$ cat config.mk
export PLATFORM = sky130hd
export DESIGN_NAME = quad_encoder_counter_rpm
export DESIGN_NICKNAME = d
export VERILOG_FILES = /design/src/hw/rtl/qec_pkg.sv /design/src/hw/rtl/qec_lane.sv /design/src/hw/rtl/qec_div.sv /design/src/hw/rtl/quad_encoder_counter_rpm.sv
export SDC_FILE = /design/constraint.sdc
export NUM_CORES = 2
export LEC_CHECK = 0
export BUFFER_PORTS_ARGS = -buffer_cell sky130_fd_sc_hd__buf_2
export CAP_MARGIN = 15
export CORE_MARGIN = 4
export CORE_UTILIZATION = 55
export DETAILED_ROUTE_END_ITERATION = 10
export GPL_ROUTABILITY_DRIVEN = 1
export PLACE_DENSITY = 0.72
export SETUP_SLACK_MARGIN = 0.3
export SYNTH_ARGS = -nofsm -noshare
export SYNTH_HDL_FRONTEND = slang
export SYNTH_SLANG_ARGS = --single-unit
$ cat constraint.sdc
create_clock -name clk -period 22.6 [get_ports clk]
set_clock_uncertainty 0.1 [all_clocks]
set_input_delay 1.13 -clock clk [delete_from_list [all_inputs] [get_ports clk]]
set_output_delay 1.13 -clock clk [all_outputs]
set_load 0.02 [all_outputs]
$ cat src/hw/rtl/qec_pkg.sv
// ----------------------------------------------------------------------------
// qec_pkg
// shared types and constants of the quadrature counter
// ----------------------------------------------------------------------------
package qec_pkg;

  localparam int unsigned TIME_W   = 48;
  localparam int unsigned PPR_W    = 16;
  localparam int unsigned FILT_W   = 8;
  localparam int unsigned SPEED_W  = 32;
  // 60e6 * 256 / 4
  localparam logic [31:0] RPM_SCALE = 32'd3840000000;

  typedef enum logic [1:0] {
    OP_SAMPLE = 2'd0,
    OP_SPEED  = 2'd1,
    OP_CLEAR  = 2'd2,
    OP_READ   = 2'd3
  } op_t;

  typedef enum logic [1:0] {
    REG_PPR  = 2'd0,
    REG_FILT = 2'd1
  } reg_idx_t;

endpackage

$ cat src/hw/rtl/qec_lane.sv
// ----------------------------------------------------------------------------
// qec_lane
// glitch filters and edge counter of one encoder channel
// ----------------------------------------------------------------------------
module qec_lane import qec_pkg::*; #(
  parameter int unsigned COUNT_WIDTH = 16
) (
  input  logic                   clk,
  input  logic                   rst_n,
  input  logic                   sample_en,
  input  logic                   clear_en,
  input  logic                   raw_a,
  input  logic                   raw_b,
  input  logic [FILT_W-1:0]      filter_cycles,
  output logic [COUNT_WIDTH-1:0] count
);

  logic              prev_a_r, prev_b_r, filt_a_r, filt_b_r;
  logic [FILT_W-1:0] stab_a_r, stab_b_r;
  logic [FILT_W-1:0] stab_a_nxt, stab_b_nxt;
  logic              filt_a_nxt, filt_b_nxt;
  logic [COUNT_WIDTH-1:0] count_r;

  always_comb begin
    if (raw_a == prev_a_r) begin
      stab_a_nxt = (stab_a_r == '1) ? stab_a_r : stab_a_r + 1'b1;
    end else begin
      stab_a_nxt = FILT_W'(1);
    end
    if (raw_b == prev_b_r) begin
      stab_b_nxt = (stab_b_r == '1) ? stab_b_r : stab_b_r + 1'b1;
    end else begin
      stab_b_nxt = FILT_W'(1);
    end
    filt_a_nxt = (stab_a_nxt >= filter_cycles) ? raw_a : filt_a_r;
    filt_b_nxt = (stab_b_nxt >= filter_cycles) ? raw_b : filt_b_r;
  end

  always_ff @(posedge clk) begin
    if (!rst_n) begin
      prev_a_r <= 1'b0; prev_b_r <= 1'b0;
      filt_a_r <= 1'b0; filt_b_r <= 1'b0;
      stab_a_r <= '0;   stab_b_r <= '0;
      count_r  <= '0;
    end else if (sample_en) begin
      prev_a_r <= raw_a; prev_b_r <= raw_b;
      stab_a_r <= stab_a_nxt; stab_b_r <= stab_b_nxt;
      filt_a_r <= filt_a_nxt; filt_b_r <= filt_b_nxt;
      if (filt_a_nxt != filt_a_r) begin
        if (filt_a_nxt ^ filt_b_nxt) count_r <= count_r + 1'b1;
        else count_r <= count_r - 1'b1;
      end
    end else if (clear_en) begin
      count_r <= '0;
    end
  end

  assign count = count_r;

endmodule

$ cat src/hw/rtl/qec_div.sv
// ----------------------------------------------------------------------------
// qec_div
// restoring divider, one quotient bit per cycle
// ----------------------------------------------------------------------------
module qec_div #(
  parameter int unsigned NUM_W = 64,
  parameter int unsigned DEN_W = 64
) (
  input  logic             clk,
  input  logic             rst_n,
  input  logic             start,
  input  logic [NUM_W-1:0] num,
  input  logic [DEN_W-1:0] den,
  output logic             done,
  output logic [NUM_W-1:0] quot
);

  localparam int unsigned CNT_W = $clog2(NUM_W + 1);

  logic [NUM_W-1:0] q_r;
  logic [DEN_W:0]   rem_r;
  logic [DEN_W-1:0] den_r;
  logic [CNT_W-1:0] cnt_r;
  logic             busy_r, done_r;
  logic [DEN_W:0]   trial;

  assign trial = {rem_r[DEN_W-1:0], q_r[NUM_W-1]};

  always_ff @(posedge clk) begin
    if (!rst_n) begin
      busy_r <= 1'b0;
      done_r <= 1'b0;
      cnt_r  <= '0;
    end else begin
      done_r <= 1'b0;
      if (start) begin
        busy_r <= 1'b1;
        cnt_r  <= CNT_W'(NUM_W);
        q_r    <= num;
        den_r  <= den;
        rem_r  <= '0;
      end else if (busy_r) begin
        if (trial >= {1'b0, den_r}) begin
          rem_r <= trial - {1'b0, den_r};
          q_r   <= {q_r[NUM_W-2:0], 1'b1};
        end else begin
          rem_r <= trial;
          q_r   <= {q_r[NUM_W-2:0], 1'b0};
        end
        cnt_r <= cnt_r - 1'b1;
        if (cnt_r == CNT_W'(1)) begin
          busy_r <= 1'b0;
          done_r <= 1'b1;
        end
      end
    end
  end

  assign done = done_r;
  assign quot = q_r;

endmodule

$ cat src/hw/rtl/quad_encoder_counter_rpm.sv
// ----------------------------------------------------------------------------
// quad_encoder_counter_rpm
// four-lane quadrature counter with per-channel speed measurement
// ----------------------------------------------------------------------------
// pin sample and clear act at the accepting edge, no result; count read or
// zero-ppr query: result registered on accept; zero-interval query: result
// loaded in the multiply stage; speed query: operand and multiply stages,
// divider start, 48-step divider, result stage (waits on stall); throughput:
// one sample, clear or read per cycle unless output stalls; a query holds the
// input; synchronous active-low reset clears counts, snapshots, filters and ppr
module quad_encoder_counter_rpm import qec_pkg::*; #(
  parameter int unsigned NUM_CHANNELS = 4,
  parameter int unsigned COUNT_WIDTH  = 16
) (
  input  logic        clk,
  input  logic        rst_n,
  // input stream
  input  logic        in_tvalid,
  output logic        in_tready,
  // operation[1:0], channel[3:2], phase_a_levels[7:4], phase_b_levels[11:8],
  // time_us[59:12], zero pad [63:60]
  input  logic [63:0] in_tdata,
  // result stream
  output logic        out_tvalid,
  input  logic        out_tready,
  // position_count[15:0], speed_rpm_q8[47:16], speed_saturated[48], pad [55:49]
  output logic [55:0] out_tdata,
  // configuration
  input  logic        cfg_psel,
  input  logic        cfg_penable,
  input  logic        cfg_pwrite,
  input  logic [2:0]  cfg_paddr,
  input  logic [31:0] cfg_pwdata,
  output logic [31:0] cfg_prdata,
  output logic        cfg_pready
);

  localparam int unsigned CH_W  = (NUM_CHANNELS > 1) ? $clog2(NUM_CHANNELS) : 1;
  // magnitude at most 2^(COUNT_WIDTH-1) times the 32-bit scale
  localparam int unsigned NUM_W = COUNT_WIDTH + 32;
  localparam int unsigned DEN_W = PPR_W + TIME_W;
  // ppr times one 24-bit half of the time difference
  localparam int unsigned PART_W = PPR_W + 24;

  typedef enum logic [3:0] {
    ST_IDLE = 4'b0001,
    ST_MUL  = 4'b0010,
    ST_DIV  = 4'b0100,
    ST_OUT  = 4'b1000
  } state_t;

  // ---------------------------------------------------------------------------
  // configuration registers
  // ---------------------------------------------------------------------------
  logic [PPR_W-1:0]  ppr_r;
  logic [FILT_W-1:0] filt_r;
  logic              cfg_wr;
  reg_idx_t          cfg_idx;

  assign cfg_pready = 1'b1;
  assign cfg_wr     = cfg_psel & cfg_penable & cfg_pwrite;
  assign cfg_idx    = reg_idx_t'({1'b0, cfg_paddr[2]});

  always_ff @(posedge clk) begin
    if (!rst_n) begin
      ppr_r  <= '0;
      filt_r <= FILT_W'(40);
    end else if (cfg_wr) begin
      if (cfg_idx == REG_FILT) filt_r <= cfg_pwdata[FILT_W-1:0];
      else ppr_r <= cfg_pwdata[PPR_W-1:0];
    end
  end

  // word address 0 is the pulse count per revolution, 1 is the filter length
  always_comb begin
    unique case (cfg_idx)
      REG_PPR:  cfg_prdata = {16'd0, ppr_r};
      default:  cfg_prdata = {24'd0, filt_r};
    endcase
  end

  // ---------------------------------------------------------------------------
  // input field decode
  // ---------------------------------------------------------------------------
  op_t               op;
  logic [1:0]        ch_in;
  logic [3:0]        a_lv, b_lv;
  logic [TIME_W-1:0] now;
  logic              ch_ok;
  logic [CH_W-1:0]   ch;
  logic              in_fire;

  assign op    = op_t'(in_tdata[1:0]);
  assign ch_in = in_tdata[3:2];
  assign a_lv  = in_tdata[7:4];
  assign b_lv  = in_tdata[11:8];
  assign now   = in_tdata[59:12];
  assign ch_ok = 32'(ch_in) < NUM_CHANNELS;
  assign ch    = CH_W'(ch_in);

  state_t state_r;
  logic   out_busy;       // result register holds an untaken result
  assign out_busy  = out_tvalid & ~out_tready;
  assign in_tready = (state_r == ST_IDLE) & ~out_busy;
  assign in_fire   = in_tvalid & in_tready;

  // ---------------------------------------------------------------------------
  // counting lanes, one per channel
  // ---------------------------------------------------------------------------
  logic [COUNT_WIDTH-1:0] cnt [NUM_CHANNELS];

  for (genvar g = 0; g < NUM_CHANNELS; g++) begin : g_lane
    qec_lane #(.COUNT_WIDTH(COUNT_WIDTH)) u_lane (
      .clk           (clk),
      .rst_n         (rst_n),
      .sample_en     (in_fire && op == OP_SAMPLE),
      .clear_en      (in_fire && op == OP_CLEAR && ch_ok && ch == CH_W'(g)),
      .raw_a         ((g < 4) ? a_lv[g % 4] : 1'b0),
      .raw_b         ((g < 4) ? b_lv[g % 4] : 1'b0),
      .filter_cycles (filt_r),
      .count         (cnt[g])
    );
  end

  // ---------------------------------------------------------------------------
  // snapshots, merging side: the addressed lane is selected here
  // ---------------------------------------------------------------------------
  logic [COUNT_WIDTH-1:0] snap_cnt_r  [NUM_CHANNELS];
  logic [TIME_W-1:0]      snap_time_r [NUM_CHANNELS];
  logic [COUNT_WIDTH-1:0] delta;
  logic [TIME_W-1:0]      dt;
  logic                   speed_go;

  assign delta    = cnt[ch] - snap_cnt_r[ch];
  assign dt       = now - snap_time_r[ch];
  assign speed_go = in_fire && op == OP_SPEED && ch_ok && ppr_r != '0;

  always_ff @(posedge clk) begin
    if (!rst_n) begin
      for (int i = 0; i < NUM_CHANNELS; i++) begin
        snap_cnt_r[i]  <= '0;
        snap_time_r[i] <= '0;
      end
    end else if (in_fire && ch_ok) begin
      if (op == OP_CLEAR) begin
        snap_cnt_r[ch]  <= '0;
        snap_time_r[ch] <= now;
      end else if (speed_go) begin
        snap_cnt_r[ch]  <= cnt[ch];
        snap_time_r[ch] <= now;
      end
    end
  end

  // ---------------------------------------------------------------------------
  // speed path: register operands, one multiply stage, then the divider
  // ---------------------------------------------------------------------------
  logic                   neg_r;
  logic [COUNT_WIDTH-1:0] mag_r;
  logic [TIME_W-1:0]      dt_r;
  logic [NUM_W-1:0]       num_r;
  logic [PART_W-1:0]      den_lo_r, den_hi_r;
  logic [DEN_W-1:0]       den_sum;
  logic [COUNT_WIDTH-1:0] pos_r;
  logic                   div_start;
  logic                   div_go_r;
  logic                   div_done;
  logic [NUM_W-1:0]       quot;

  // a zero time difference divides by zero: the divider is skipped
  logic                   dt_zero_r;

  always_ff @(posedge clk) begin
    if (speed_go) begin
      neg_r     <= delta[COUNT_WIDTH-1];
      mag_r     <= delta[COUNT_WIDTH-1] ? (~delta + 1'b1) : delta;
      dt_r      <= dt;
      dt_zero_r <= dt == '0;
    end
    if (state_r == ST_MUL) begin
      num_r    <= NUM_W'(mag_r) * NUM_W'(RPM_SCALE);
      // ppr times the time difference as two 16 x 24 partial products
      den_lo_r <= PART_W'(ppr_r) * PART_W'(dt_r[23:0]);
      den_hi_r <= PART_W'(ppr_r) * PART_W'(dt_r[47:24]);
    end
  end

  assign den_sum = DEN_W'(den_lo_r) + (DEN_W'(den_hi_r) << 24);

  qec_div #(.NUM_W(NUM_W), .DEN_W(DEN_W)) u_div (
    .clk   (clk),
    .rst_n (rst_n),
    .start (div_start),
    .num   (num_r),
    .den   (den_sum),
    .done  (div_done),
    .quot  (quot)
  );

  // ---------------------------------------------------------------------------
  // control and result register
  // ---------------------------------------------------------------------------
  logic [COUNT_WIDTH-1:0] res_pos_r;
  logic [SPEED_W-1:0]     res_spd_r;
  logic                   res_sat_r;
  logic                   out_valid_r;
  logic [SPEED_W-1:0]     spd_nxt;
  logic                   sat_nxt;
  logic                   res_load;

  // divider starts the cycle after the multiply stage has filled its operands
  assign div_start = div_go_r;

  // result register takes a new result
  assign res_load = (in_fire && (op == OP_READ || op == OP_SPEED) && !speed_go) ||
                    (state_r == ST_MUL && dt_zero_r) ||
                    (state_r == ST_OUT && !out_busy);

  always_comb begin
    spd_nxt = '0;
    sat_nxt = 1'b0;
    if (neg_r) begin
      if (quot > NUM_W'(33'h080000000)) begin
        spd_nxt = 32'h80000000;
        sat_nxt = 1'b1;
      end else begin
        spd_nxt = SPEED_W'(~quot + 1'b1);
      end
    end else begin
      if (quot > NUM_W'(32'h7FFFFFFF)) begin
        spd_nxt = 32'h7FFFFFFF;
        sat_nxt = 1'b1;
      end else begin
        spd_nxt = quot[SPEED_W-1:0];
      end
    end
  end

  always_ff @(posedge clk) begin
    if (!rst_n) begin
      state_r     <= ST_IDLE;
      out_valid_r <= 1'b0;
      div_go_r    <= 1'b0;
    end else begin
      div_go_r <= (state_r == ST_MUL) & ~dt_zero_r;
      if (res_load) out_valid_r <= 1'b1;
      else if (out_tready) out_valid_r <= 1'b0;
      unique case (state_r)
        ST_IDLE: begin
          if (in_fire && (op == OP_READ || op == OP_SPEED)) begin
            if (speed_go) begin
              pos_r   <= cnt[ch];
              state_r <= ST_MUL;
            end else begin
              res_pos_r <= ch_ok ? cnt[ch] : '0;
              res_spd_r <= '0;
              res_sat_r <= 1'b0;
            end
          end
        end
        ST_MUL: begin
          if (dt_zero_r) begin
            res_pos_r <= pos_r;
            res_spd_r <= '0;
            res_sat_r <= 1'b0;
            state_r   <= ST_IDLE;
          end else begin
            state_r <= ST_DIV;
          end
        end
        ST_DIV: begin
          if (div_done) state_r <= ST_OUT;
        end
        ST_OUT: begin
          if (!out_busy) begin
            res_pos_r <= pos_r;
            res_spd_r <= spd_nxt;
            res_sat_r <= sat_nxt;
            state_r   <= ST_IDLE;
          end
        end
        default: state_r <= ST_IDLE;
      endcase
    end
  end

  assign out_tvalid = out_valid_r;
  assign out_tdata  = {7'd0, res_sat_r, res_spd_r, 16'(res_pos_r)};

endmodule

# ---- Word-level counts from Yosys, hierarchy flattened
# Memories as Yosys holds them, arrays and structs flattened.
# Index checks and enable logic that the tools add are counted.
dict set report classes {
  addsub 23
  multipliers 3
  div 0
  n_lt_le_gt_ge 12
  n_eq_ne 41
  shifts 0
  n_mux 103
  bitwise_logic 21
  reduce_logical 44
}
# operator n
set op_table {}
lappend op_table {{16-bit 2-to-1 mux} 25}
lappend op_table {{32-bit 2-to-1 mux} 7}
lappend op_table {{48-bit 2-to-1 mux} 4}
lappend op_table {{64-bit 2-to-1 mux} 2}
lappend op_table {{8-bit 2-to-1 mux} 16}
lappend op_table {{32-bit case mux with 3 select lines} 1}
lappend op_table {{16-bit by 1-bit adder with 16-bit output (second input constant)} 5}
lappend op_table {{16-bit by 24-bit multiplier with 40-bit output} 2}
lappend op_table {{65-bit by 64-bit >= comparator with 1-bit output} 1}
lappend op_table {{40-bit by 64-bit adder with 64-bit output} 1}
lappend op_table {{8-bit by 1-bit adder with 8-bit output (second input constant)} 8}
lappend op_table {{8-bit equality test (second input constant)} 8}
lappend op_table {{8-bit >= comparator} 8}
lappend op_table {{16-bit by 1-bit subtractor with 16-bit output (second input constant)} 4}
lappend op_table {{64-bit subtractor} 1}
lappend op_table {{48-bit by 31-bit greater-than comparator with 1-bit output (second input constant)} 1}
lappend op_table {{48-bit by 32-bit greater-than comparator with 1-bit output (second input constant)} 1}
lappend op_table {{48-bit logical NOT} 1}
lappend op_table {{16-bit case mux with 3 select lines} 1}
lappend op_table {{48-bit OR reduction} 1}
lappend op_table {{48-bit subtractor} 1}
lappend op_table {{16-bit by 18-bit multiplier with 34-bit output (second input constant)} 1}
lappend op_table {{1-bit 2-to-1 mux} 34}
lappend op_table {{32-bit by 1-bit adder with 32-bit output (second input constant)} 1}
lappend op_table {{other kinds (42)} 112}
dict set report totals {
  register_bits 603
  latchBits 0
  ram_bits 256
  romBits 0
  inputBits 106
  out_inout_bits 91
  word_cells 302
  n_memories 2
}
# memory words word_bits read_ports rd_ports_with_merged_regs write_ports line_no
set mem_list {}
lappend mem_list {snap_time_r 4 48 1 0 4 quad_encoder_counter_rpm.sv:129} ;# logic [TIME_W-1:0] snap_time_r [NUM_CHANNELS];
lappend mem_list {snap_cnt_r 4 16 1 0 4 quad_encoder_counter_rpm.sv:128} ;# logic [COUNT_WIDTH-1:0] snap_cnt_r [NUM_CHANNELS];

# ---- Logic depth before layout (Yosys ltp)
dict set report depth {
  word_depth 15
  mapped_depth 27
  ltp_nobuf 27
}

# ---- Modules after synthesis
# From an unflattened synthesis, not the netlist that was laid out.
dict set report unflattened {
  hier_cells 8106
  hier_area_um2 79133.4
}
# module n_inst cells_per_inst area_each_um2 seq_area_each_um2
set by_module_without_submodules {}
lappend by_module_without_submodules {quad_encoder_counter_rpm 1 5557 56036.2 15645.0}
lappend by_module_without_submodules {qec_lane 4 365 2892.8 720.7}
lappend by_module_without_submodules {qec_div 1 1089 11526.1 5445.2}

# ---- Least setup slack after synthesis
# Ideal clock, no wire load.
dict set report synth_timing {
  path_type {reg-to-reg}
  from {reg state_r[2]}
  to {reg res_pos_r[10], data pin}
  setup_time_ns 0.260
  t_arrival_ns 10.449
  required_ns 22.240
  slack_ns 11.791
  stages_incl_launch_ff 6
  n_path_buf 1
  synth_period_minus_slack_ns 10.809
  cell_sequence {dfxtp_1 -> nand2b_1 -> nor3_1 -> nor2_1 -> clkbuf_1 -> mux2_2}
}
dict set report synth_between {
  elab_chain_cells 2
  word_cells_on_any_way 4
  cone_classes {3 x eq/ne; 1 x mux}
}
# element line_no
set synth_rtl {}
lappend synth_rtl {{start, declared} quad_encoder_counter_rpm.sv:101} ;# state_t state_r;
lappend synth_rtl {{start signal, assigned} quad_encoder_counter_rpm.sv:241} ;# state_r <= ST_IDLE;
lappend synth_rtl {{start signal, assigned} quad_encoder_counter_rpm.sv:253} ;# state_r <= ST_MUL;
lappend synth_rtl {{start signal, assigned} quad_encoder_counter_rpm.sv:266} ;# state_r <= ST_IDLE;
lappend synth_rtl {{4-bit equality test, or another cell as far along} quad_encoder_counter_rpm.sv:248} ;# unique case (state_r)
lappend synth_rtl {{16-bit case mux with 3 select lines (*)} quad_encoder_counter_rpm.sv:248}
lappend synth_rtl {{end signal, assigned} quad_encoder_counter_rpm.sv:255} ;# res_pos_r <= ch_ok ? cnt[ch] : '0;
lappend synth_rtl {{end signal, assigned} quad_encoder_counter_rpm.sv:263} ;# res_pos_r <= pos_r;
lappend synth_rtl {{end signal, assigned} quad_encoder_counter_rpm.sv:276} ;# res_pos_r <= pos_r;
lappend synth_rtl {{end, declared} quad_encoder_counter_rpm.sv:203} ;# logic [COUNT_WIDTH-1:0] res_pos_r;
# Mark *: on every way between the ends. The rest lies on a longest branch, timed or not.
# A chain may end at the register's enable or synchronous reset.

# ---- Worst setup path in the final report
dict set report layout_timing {
  from {reg ppr_r[4]}
  to {reg den_lo_r[39], data pin}
}
dict set report layout_between {
  elab_chain_cells 1
}
# element line_no
set layout_rtl {}
lappend layout_rtl {{start, declared} quad_encoder_counter_rpm.sv:55} ;# logic [PPR_W-1:0] ppr_r;
lappend layout_rtl {{start signal, assigned} quad_encoder_counter_rpm.sv:70} ;# else ppr_r <= cfg_pwdata[PPR_W-1:0];
lappend layout_rtl {{16-bit by 24-bit multiplier with 40-bit output} quad_encoder_counter_rpm.sv:183} ;# den_lo_r <= PART_W'(ppr_r) * PART_W'(dt_r[23:0]);
lappend layout_rtl {{end signal, assigned} quad_encoder_counter_rpm.sv:183}
lappend layout_rtl {{end, declared} quad_encoder_counter_rpm.sv:162} ;# logic [PART_W-1:0] den_lo_r, den_hi_r;
# No other way between the ends.

==> metrics.yaml <==
hp-class: "flop to flop"
status: "finished, final reports clean"
p_leak_nw: 37.0
synth_async_sr_flop_share_pct: 0
grt_overflow: 0
htreeDepth: 3
vias_per_cell: 5.75
globalRouteTotalUtil_pct: 25.6
cts.reportedPaths.clkPinSlew_ns: 0.06
cts.repair.resized: 0
synth_cells: 7785
route.final.wire_length_um: 187000
post_cts_buffers: 0
num_rows: 137
total_power_w: 0.00439
post_cts_hold_buffer_count: 0
critical_path.max_stage_delay_ns: 0.64
worst_skew_pair.late_latency_ns: 0.71
antenna_violations_before_repair: 32
drt_pass1_iterations: 8
finalHoldViolCount: 0
power_density_mw_per_mm2: 52.9
antenna_violating_nets_post_route: 0
finalCritPeriodShare_pct: 35.9
final.setup.tns_ns: 0
tightest_slew_ns: 1.06
layout.cells.most_common: "sky130_fd_sc_hd__inv_1"
n_fill_cell: 11600
finish.net_count: 9199
pin_count_of_the_biggest_net_entering_global_routing: 104
floorplan.die.width_um: 383
timing.critical_path.from_type: "flop"
post-route-drc-count: 0
final_layout_size_suffix_gt1_share_pct: 7.52
dp_hpwl_um: 135000
max_rail_drop_vdd_mv: 0.0777
timing.critical_path.slowest_stage_cell: "sky130_fd_sc_hd__dfxtp_2"
worstSetupPathType: "flop to flop"
final_cell_mix: "sky130_fd_sc_hd__inv_1, sky130_fd_sc_hd__nand2_1, sky130_fd_sc_hd__fa_1, sky130_fd_sc_hd__edfxtp_1, sky130_fd_sc_hd__ha_1"
die_area_mm2: 0.147
cap_violations: 0
number_of_flops_mapped_to_enable_cells_by_yosys: 677
grt_setup_unrepaired: "no"
required_ns: 22.90
yosys_register_bits: 859
worst-path-max-fanout: 37
finalWorstPathRequiredPeriod_ns: 8.10
worst_ep_arrival_time_ns: 8.41
placement.io_buffers: 150
yosys_most_used_dff: "sky130_fd_sc_hd__edfxtp_1"
max_slew_margin_pct: 28.9
tritoncts_clock_tree: "built"
detail_route.iter0.violations: 4224
post_synthesis_cell_area_mm2: 0.0774
die_height_um: 383
cts_root_buffer: "sky130_fd_sc_hd__clkbuf_16"
first_global_vias: 57400
ctsLongestPathBuffers: 3
ys_warn_count: 0
cts_sinks: 859
finalWeightedCongestion: 0.931
io_pins: 197
worst_path_most_repeated_cell: "sky130_fd_sc_hd__fa_1"
floorplan.core_area_mm2: 0.140
start_util_pct: 55.4
maxClockFrequency_mhz: 123
avgRoutedWirePerCell_um: 19.2
layout.cells.non_filler: 9728
vias: 55900
synth-seq-area-share_pct: 31.0
cts_buffers: 95
timing.critical_path.to_type: "flop"
number_of_max_slew_violations_in_the_final_report: 0
post_synth_num_cell_types: 102
number_of_placed_instances_taps_included: 9530
syn_avg_cell_area_um2: 9.94
grt_first_pass_wirelength_um: 303000
synthToLayoutAreaGrowth_pct: 7.23
timing.final.setup_violations: 0
[path summary, 6_finish.rpt]
path | from | end | slack [ns] | cells past startpoint
worst max-delay path | ppr_r[4]$_SDFFE_PN0P_ | den_lo_r[39]$_DFFE_PN_ | 14.50 | 25
worst max register to register | ppr_r[4]$_SDFFE_PN0P_ | den_lo_r[39]$_DFFE_PN_ | 14.50 | 25
worst min register to register | den_lo_r[23]$_DFFE_PN_ | u_div.den_r[23]$_DFFE_PP_ | 0.32 | 0
worst min-delay path | den_lo_r[23]$_DFFE_PN_ | u_div.den_r[23]$_DFFE_PP_ | 0.32 | 0
[worst max-delay path, delay by kind of cell (launching register included)]
kind | cells | cell delay, ns
xor+xnor | 1 | 0.13
fa+ha+maj | 7 | 3.34
buf+inv | 6 | 0.77
flops | 1 | 0.64
simple gates | 1 | 0.16
compound gates | 10 | 2.62
[cells in the mapped netlist (62+ instances only)]
cell	instances	share of area, %
sky130_fd_sc_hd__inv_1	1042	5.1
sky130_fd_sc_hd__nand2_1	854	4.1
sky130_fd_sc_hd__fa_1	703	18
sky130_fd_sc_hd__edfxtp_1	677	26
sky130_fd_sc_hd__ha_1	639	10
sky130_fd_sc_hd__nor2_1	415	2.0
sky130_fd_sc_hd__and2_1	399	3.2
sky130_fd_sc_hd__a21oi_1	354	2.3
sky130_fd_sc_hd__clkbuf_1	319	1.5
sky130_fd_sc_hd__xnor2_1	218	2.5
sky130_fd_sc_hd__and3_1	198	1.6
sky130_fd_sc_hd__o21ai_0	189	1.2
sky130_fd_sc_hd__dfxtp_1	182	4.7
sky130_fd_sc_hd__a21o_1	129	1.3
sky130_fd_sc_hd__xor2_1	127	1.4
sky130_fd_sc_hd__nand3_1	113	0.73
sky130_fd_sc_hd__nor2b_1	88	0.71
sky130_fd_sc_hd__nor3_1	84	0.54
sky130_fd_sc_hd__mux4_2	81	2.4
sky130_fd_sc_hd__mux2i_1	76	0.98
sky130_fd_sc_hd__nand4_1	71	0.57
sky130_fd_sc_hd__a211oi_1	62	0.60
[registers in the layout (all words and copies together), names as in the netlist, 34 cells and up]
register             flops
den_hi_r                40
den_lo_r                40
u_div.den_r             64
dt_r                    48
num_r                   34
snap_time_r            192
g_lane.u_lane.count     64
u_div.rem_r             64
snap_cnt_r              64
u_div.quot              48
[power breakdown]
group / switching, W / internal (W) / leakage (nW)
logic: 0.000579 / 0.000400 / 27.4
registers: 0.0000298 / 0.00177 / 8.01
clock network: 0.000681 / 0.000932 / 1.54
total: 0.00129 / 0.00310 / 37.0
[routing by layer]
metal / part of all wire, % / global-route usage (%) / up-vias
met5: 0.042 / 0 / -
met4: 3.3 / 8.46 / 12
met1: 42 / 33.5 / 27500
li1: - / - / 26200
met3: 7.4 / 4.95 / 357
met2: 47 / 43.1 / 1833
[cells by family after synthesis]
| logic type | Yosys count | share of synthesized area [%] |
|---|---|---|
| simple gates | 2435 | 15.5 |
| mux | 215 | 4.18 |
| fa+ha+maj | 1342 | 28.5 |
| compound gates | 1172 | 9.85 |
| buf+inv | 1413 | 7.03 |
| xor+xnor | 347 | 3.96 |
| other cells | 2 | 0.00970 |
| flops | 859 | 31.0 |
[per-stage QoR]
stage          setup slack [ns]  utilization (%)  area, um2  hold WS [ns]
2_1_floorplan             11.79                -      77500         0.300
3_3_place_gp              14.64             57.0      79700         0.301
3_5_place_dp              14.59             57.0      79700         0.305
4_1_cts                   14.54             59.4      82900         0.318
5_1_grt                   14.10             59.4      83000         0.324
6_report                  14.50             59.4      83000         0.317
[final cells by class]
class	instances	area, um2	share of cell area (%)
Multi-Input combinational cell	5535	48200	58.1
Sequential cell	859	24000	28.9
Inverter	1044	3920	4.72
Clock buffer	117	2540	3.06
Tap cell	1876	2350	2.83
Timing Repair Buffer	216	1260	1.51
Clock inverter	59	707	0.852
Antenna cell	22	55.1	0.0663
(Power assumes the default switching activity.)
